--- config.mk ---
export PLATFORM = sky130hd
export DESIGN_NAME = tts_ctrl
export DESIGN_NICKNAME = d
export VERILOG_FILES = /design/src/rtl/core/tts_pkg.sv /design/src/rtl/core/tts_ctrl.sv
export SDC_FILE = /design/constraint.sdc
export NUM_CORES = 1
export LEC_CHECK = 0
export ABC_CLOCK_PERIOD_IN_PS = 1000
export BUFFER_PORTS_ARGS = -buffer_cell sky130_fd_sc_hd__buf_2
export CAP_MARGIN = 25
export CELL_PAD_IN_SITES_DETAIL_PLACEMENT = 1
export CELL_PAD_IN_SITES_GLOBAL_PLACEMENT = 1
export CORE_AREA = 2 2 39 41
export DETAILED_ROUTE_END_ITERATION = 12
export DIE_AREA = 0 0 41 43
export HOLD_SLACK_MARGIN = 0.15
export PLACE_DENSITY = 0.32
export SETUP_SLACK_MARGIN = 0.05
export SKIP_LAST_GASP = 1
export SYNTH_ARGS = -nofsm -noshare
export SYNTH_HDL_FRONTEND = slang
export SYNTH_SLANG_ARGS = --single-unit
--- constraint.sdc ---
create_clock -name clk -period 1 [get_ports clk]
set_input_delay 0.1 -clock clk [delete_from_list [all_inputs] [get_ports clk]]
set_output_delay 0.1 -clock clk [all_outputs]
set_load 0.02 [all_outputs]
--- src/rtl/core/tts_pkg.sv ---
// Shared types, constants and codes for the transposition table store/probe block.
// Used by the controller, the datapath and the top level.
package tts_pkg;

  localparam int INDEX_BITS = 16;
  localparam int SLOT_COUNT = 1 << INDEX_BITS;

  localparam int CFG_INDEX_W = 2;
  localparam int CFG_DATA_W  = 16;

  localparam logic [CFG_INDEX_W-1:0] CFG_MATE_HIGH = 2'd0;
  localparam logic [CFG_INDEX_W-1:0] CFG_MATE_LOW  = 2'd1;
  localparam logic [CFG_INDEX_W-1:0] CFG_NULL_RED  = 2'd2;

  localparam logic signed [15:0] MATE_HIGH_RESET = 16'sd30000;
  localparam logic signed [15:0] MATE_LOW_RESET  = -16'sd30000;
  localparam logic [3:0]         NULL_RED_RESET  = 4'd3;

  localparam logic OP_STORE = 1'b0;
  localparam logic OP_PROBE = 1'b1;

  localparam logic [1:0] BOUND_UPPER = 2'd1;
  localparam logic [1:0] BOUND_LOWER = 2'd2;
  localparam logic [1:0] BOUND_EXACT = 2'd3;

  localparam logic [2:0] ST_EMPTY      = 3'd0;
  localparam logic [2:0] ST_UPPER      = 3'd1;
  localparam logic [2:0] ST_LOWER      = 3'd2;
  localparam logic [2:0] ST_EXACT      = 3'd3;
  localparam logic [2:0] ST_AVOID_NULL = 3'd4;

  typedef struct packed {
    logic               opcode;
    logic [63:0]        position_key;
    logic [7:0]         search_depth;
    logic [7:0]         ply_from_root;
    logic signed [15:0] score_in;
    logic [1:0]         bound_kind;
    logic [31:0]        best_move;
    logic signed [15:0] alpha_bound;
    logic signed [15:0] beta_bound;
  } tts_req_t;

  typedef struct packed {
    logic [2:0]         probe_status;
    logic signed [15:0] probe_value;
    logic               key_hit;
    logic [31:0]        hit_move;
  } tts_rsp_t;

  typedef struct packed {
    logic [63:0]        key;
    logic [7:0]         depth;
    logic signed [15:0] score;
    logic [31:0]        move;
    logic [1:0]         bound;
  } tts_entry_t;

  typedef struct packed {
    logic clear_en;
    logic accept;
    logic finish;
  } tts_cmd_t;

  typedef struct packed {
    logic clear_last;
    logic is_probe;
    logic out_blocked;
  } tts_sts_t;

endpackage

--- src/rtl/core/tts_ctrl.sv ---
// Controller for the transposition table: clearing pass, item accept and lookup/commit.
// Depends on tts_pkg for the command and status structs.
module tts_ctrl
  import tts_pkg::*;
(
  input  logic     clk,
  input  logic     rst,
  input  logic     in_valid,
  output logic     in_ready,
  input  tts_sts_t sts,
  output tts_cmd_t cmd
);

  localparam logic [1:0] S_CLEAR  = 2'd0;
  localparam logic [1:0] S_IDLE   = 2'd1;
  localparam logic [1:0] S_LOOKUP = 2'd2;

  logic [1:0] state;
  logic [1:0] state_next;

  always_ff @(posedge clk) begin
    if (rst) begin
      state <= S_CLEAR;
    end else begin
      state <= state_next;
    end
  end

  always_comb begin
    state_next   = state;
    in_ready     = 1'b0;
    cmd.clear_en = 1'b0;
    cmd.accept   = 1'b0;
    cmd.finish   = 1'b0;
    case (state)
      S_CLEAR: begin
        cmd.clear_en = 1'b1;
        if (sts.clear_last) begin
          state_next = S_IDLE;
        end
      end
      S_IDLE: begin
        in_ready = 1'b1;
        if (in_valid) begin
          cmd.accept = 1'b1;
          state_next = S_LOOKUP;
        end
      end
      S_LOOKUP: begin
        if (!sts.is_probe || !sts.out_blocked) begin
          cmd.finish = 1'b1;
          state_next = S_IDLE;
        end
      end
      default: begin
        state_next = S_CLEAR;
      end
    endcase
  end

endmodule

==> flow_metrics.tcl, run 1 <==
set metrics [dict create \
    outcome "complete, but fails checks" \
    violations "negative setup slack" \
    drive_gt1_share_pct 75.86 \
    drc_errors 0 \
    grt_use_met3_pct 7.853 \
    synth_warnings 0 \
    synth_edf_count 0 \
    slew_headroom_pct 83.96 \
    drv_slew 0 \
    detail_route.wl_per_cell_um 9.422 \
    ir_drop_uv 255.2 \
    yosysSeqAreaShare_pct 35.96 \
    worstHoldStart "in_valid" \
    finalCritPeriodShare_pct 112.6 \
    dieArea_sq_mm 0.001763 \
    cp-start-kind "flip-flop" \
    tightest_slew_ns 0.2392 \
    coreArea_sq_mm 0.001384 \
    cp_data_required_time_ns 0.90 \
    largest_reg_flops 2 \
    synth_area_sq_um 111.4 \
    critical_path.max_fanout 4 \
    rsz0062_at_grt "true" \
    synth_seq_cells 2 \
    viasPerCell 3.600 \
    min_path_type "in2reg" \
    insertion_delay_ns 0.23 \
    busiest_layer "met4" \
    cts.sinks 2 \
    cts_max_path_buffers 2 \
    ys.flop_type "dfxtp_1" \
    gp_congestion 0.5750 \
    worstPathCellList "nor2b_4 -> a21boi_4 -> buf_6" \
    wl_um 424 \
    fin_area_sq_um 289.0 \
    initial_core_util_pct 8.047 \
    postRouteAntennaNets 0 \
    final_nets 37 \
    fin_worst_skew_ns 0.001931 \
    ys_top_cells_by_area "dfxtp_1 36%, a21boi_2 10%, nor2_1 10%" \
    num_io_pins 10 \
    cts_root_buf "clkbuf_4" \
    antenna_cells 0 \
    async_reset_ff_share_pct 0 \
    pre_cts_slack_ns 0.006063 \
    hold_violations 0 \
    grt.total_usage_pct 7.007 \
    grt_pass1_vias 147 \
    critical_path.slowest_cell "dfxtp_2" \
    grtUsageMet2_pct 6.875 \
    antenna_found_initial 0 \
    syn_nets 18 \
    path_delay_family "flip-flops" \
    top_regs "state: 2 flops" \
    cts_max_level 1 \
    drtIter0Drc 1 \
    finalCriticalPeriod_ns 1.126 \
    fp.dieW_um 41 \
    critPathArrivalTime_ns 1.03 \
    synth_most_common_cell "nor2_1" \
    max_stage_delay_ns 0.33 \
    yosysTopAreaCell "dfxtp_1" \
    dp_hpwl_um 301.3 \
    rows 14 \
    yosysTopAreaCellShare_pct 35.96 \
    place_area_sq_um 185.2 \
    vias 162 \
    clk_pin_slew_worst_paths_ns 0.03 \
    p_leak_nw 0.1363 \
    first_pass_iters 2 \
    synth_cell_types 9 \
    p_per_area_mw_per_mm2 1363 \
    grt.overflow.total 0 \
    path_class "reg2out" \
    grt_start_max_net_pins 6 \
    netlist_instances 12 \
    r2r-start "state[1]" \
    setup_ws_ns -0.1256 \
    io_buffer_count 9 \
    die_h_um 43 \
    drv_cap 0 \
    dp.cells 37 \
    cp_num_buf_inv 1 \
    grt_util_met1_pct 5.732 \
    finalPower_mw 0.3941 \
    synth_common_cells "3 x nor2_1, 2 x dfxtp_1" \
    setup_viol 4 \
    cp-end-kind "output pin" \
    timing.fmax_ghz 0.8884 \
    fin_cells 45 \
    top_register "state" \
    grt_pass1_wl_um 634 \
    syn_to_final_growth_pct 159.5 \
    numCtsBuffers 3 \
    cp-startpoint "state[1]" \
    syn_avg_cell_area_sq_um 9.280 \
    cts_tree "yes" \
]
## power by group
group / switching (mW) / internal, mW
Sequential: 0.00787 / 0.0877
Clock: 0.0558 / 0.133
Combinational: 0.0472 / 0.0623
Total: 0.111 / 0.283
## worst paths after layout
| kind | end | depth (start not counted) | slack (ns) |
|---|---|---|---|
| hold / removal | state[1] | 3 | 0.18 |
| hold reg to reg | state[0] | 2 | 0.58 |
| setup / recovery | cmd[0] | 3 | -0.13 |
| setup reg to reg | state[0] | 5 | -0.09 |
## worst register-to-register path, cell delays in order (launching register included)
cell and delay (ns):
dfxtp_2 0.32, nor2b_4 0.12, a21boi_4 0.13, buf_4 0.12
buf_4 0.12, o21ba_1 0.17
## cell usage in the layout, fill, tap and decap left out
cell           synthesis  routed
a211oi_1               1       1
dfxtp_2                0       2
and2_4                 0       1
nor2b_4                0       1
a32oi_2                0       1
o21ba_1                1       1
nor2_1                 3       3
and2b_1                1       1
clkbuf_4               0       3
buf_4                  0       4
a21boi_4               0       1
buf_6                  0       4
buf_2                  0       5
dlygate4sd3_1          0       1
## layer usage
metal  vias to the layer above  part of all wire, %
met4                         0                  5.0
met2                        13                   42
met5                         -                    0
li1                         79                    -
met1                        68                   37
met3                         2                   16
## area by class of cell
class | count | area, sq um
Sequential cell | 2 | 42.54
Multi-Input combinational cell | 10 | 93.84
Fill cell | 167 | 1095
Timing Repair Buffer | 14 | 110.1
Clock buffer | 3 | 22.52
Tap cell | 16 | 20.02
## what timing repair did
action                                 4_1_cts  5_1_grt
gates cloned                                 0        0
setup endpoints to repair                    3        6
endpoints found under the hold margin        2        0
setup buffers                                2        2
hold buffers                                 1        0
resized for setup                           10        3
pin swaps                                    0        2
## kinds of logic after synthesis
family	Yosys count	share of synthesized area, %
AND/OR/NAND/NOR	6	30.34
flip-flops	2	35.96
AO/OA/AOI/OAI	4	33.71
## metrics by stage
step	hold slack, ns	TNS, ns	util (%)
5_1_grt	0.1974	-0.6863	20.89
4_1_cts	0.1698	-0.3849	18.81
2_1_floorplan	0.1724	0	-
3_3_place_gp	0.2774	0	13.38
6_report	0.1754	-0.4342	20.89
3_5_place_dp	0.2936	0	13.38
(Power assumes the default switching activity.)
==> run 2: changes to the inputs <==
Settings changed: SKIP_CTS_REPAIR_TIMING set to 1.
==> run 2 against run 1 <==
The run still ends with negative setup slack left. Via count fell by 6.2%. Critical path type unchanged. Clock skew barely moved. Critical endpoint is now cmd[1]. Wire length fell by 4.7%. First-iteration DRC count rose by 100%.
==> flow_metrics.tcl, run 2 (same netlist as run 1, synthesis figures left out) <==
set metrics [dict create \
    finalCriticalPeriod_ns 1.125 \
    top_register "state" \
    ir_drop_uv 233.9 \
    min_path_type "in2reg" \
    postRouteAntennaNets 0 \
    layout_common_cells "5 x buf_2, 3 x nor2_1, 3 x clkbuf_4, 3 x buf_6, 3 x buf_4" \
    numCtsBuffers 3 \
    num_io_pins 10 \
    first_pass_iters 2 \
    grt.overflow.total 0 \
    wl_um 404 \
    seqCellArea_sq_um 42.54 \
    slew_headroom_pct 83.96 \
    num-fill-cells 164 \
    insertion_delay_ns 0.23 \
    holdPathEnd "state[1]" \
    viasPerCell 3.535 \
    die_h_um 43 \
    fin_hold_ws_ns 0.1645 \
    fin_cells 43 \
    violations "negative setup slack" \
    drv_slew 0 \
    antenna_found_initial 0 \
    cts_root_buf "clkbuf_4" \
    hold_violations 0 \
    worstHoldStart "in_valid" \
    grt_start_max_net_pins 6 \
    drc_errors 0 \
    path_class "reg2out" \
    dieArea_sq_mm 0.001763 \
    rr_worst_depth 4 \
    drv_cap 0 \
    antenna_cells 0 \
    grt_pass1_vias 139 \
    multi_input_area_sq_um 93.84 \
    cts_max_path_buffers 2 \
    drive_gt1_share_pct 74.07 \
    critPathArrivalTime_ns 1.03 \
    vias 152 \
    setup_viol 3 \
    dp_hpwl_um 301.3 \
    gp_congestion 0.5750 \
    coreArea_sq_mm 0.001384 \
    critical_path.max_fanout 4 \
    top_regs "state: 2 flops" \
    initial_core_util_pct 8.047 \
    cts.sinks 2 \
    rrSetupSlack_ns 0.03 \
    drtIter0Drc 2 \
    grt.total_usage_pct 6.807 \
    cp_data_required_time_ns 0.90 \
    cts_max_level 1 \
    outcome "complete, but fails checks" \
    r2r_end "state[1]" \
    dp.cells 37 \
    rsz0062_at_grt "true" \
    cp-end-kind "output pin" \
    fin_worst_skew_ns 0.002138 \
    syn_to_final_growth_pct 142.7 \
    p_leak_nw 0.1251 \
    tightest_slew_ns 0.2392 \
    largest_reg_flops 2 \
    holdPathStages 3 \
    r2r-start "state[1]" \
    finalCritPeriodShare_pct 112.5 \
    cts_tree "yes" \
    final_common_cell "buf_2" \
    detail_route.wl_per_cell_um 9.395 \
    p_per_area_mw_per_mm2 1434 \
    timing.fmax_ghz 0.8888 \
    fp.dieW_um 41 \
    final_nets 35 \
    io_buffer_count 9 \
    pre_cts_slack_ns 0.006063 \
    cp-start-kind "flip-flop" \
    rows 14 \
    setup_ws_ns -0.1252 \
    clk_pin_slew_worst_paths_ns 0.03 \
    grt_pass1_wl_um 607 \
]
==> run 2: cell count changes in the layout (fill, tap and decap cells not counted), sizes merged <==
cell  change
buf       -2
==> run 2: report_power, final <==
group / leakage, nW / switching, mW / total [mW] / internal (mW)
Clock: 0.0138 / 0.0561 / 0.189 / 0.133
Sequential: 0.0172 / 0.00790 / 0.0956 / 0.0877
Combinational: 0.0941 / 0.0459 / 0.103 / 0.0569
==> run 2: how the worst max path moves through the flow <==
stage | from | to | slack (ns)
detailed placement | state[1] | cmd[1] | 0.006
finish | state[1] | cmd[1] | -0.13
CTS | state[1] | cmd[1] | -0.24
floorplan | state[0] | cmd[1] | 0.03
global route | state[1] | cmd[0] | -0.19
global placement | state[1] | cmd[0] | 0.02
==> run 2: cell type report <==
cell class	instances	area share (%)
Clock buffer	3	8.333
Tap cell	16	7.407
Timing Repair Buffer	12	33.80
Sequential cell	2	15.74
Multi-Input combinational cell	10	34.72
==> run 2: worst max-delay path, stage by stage, from the launching register on <==
cell and delay (ns):
dfxtp_2 0.33, and2b_1 0.19, and2_4 0.15, buf_6 0.12
==> run 2: metal layers <==
| layer | GRT usage (%) | routed length [um] | vias to the layer above |
|---|---|---|---|
| met5 | 0 | 0 | - |
| met4 | 10.00 | 21 | 0 |
| met3 | 7.853 | 66 | 2 |
| met2 | 6.250 | 164 | 13 |
| met1 | 5.732 | 152 | 64 |
| li1 | - | - | 73 |
==> run 2: through the flow <==
step | TNS [ns] | instance area [sq um] | total power [mW] | utilization [%]
2_1_floorplan | 0 | 120.1 | 0.1343 | -
3_3_place_gp | 0 | 185.2 | 0.1663 | 13.38
3_5_place_dp | 0 | 185.2 | 0.1669 | 13.38
4_1_cts | -0.5519 | 207.7 | 0.3628 | 15.01
5_1_grt | -0.5669 | 270.3 | 0.4317 | 19.53
6_report | -0.3607 | 270.3 | 0.3877 | 19.53
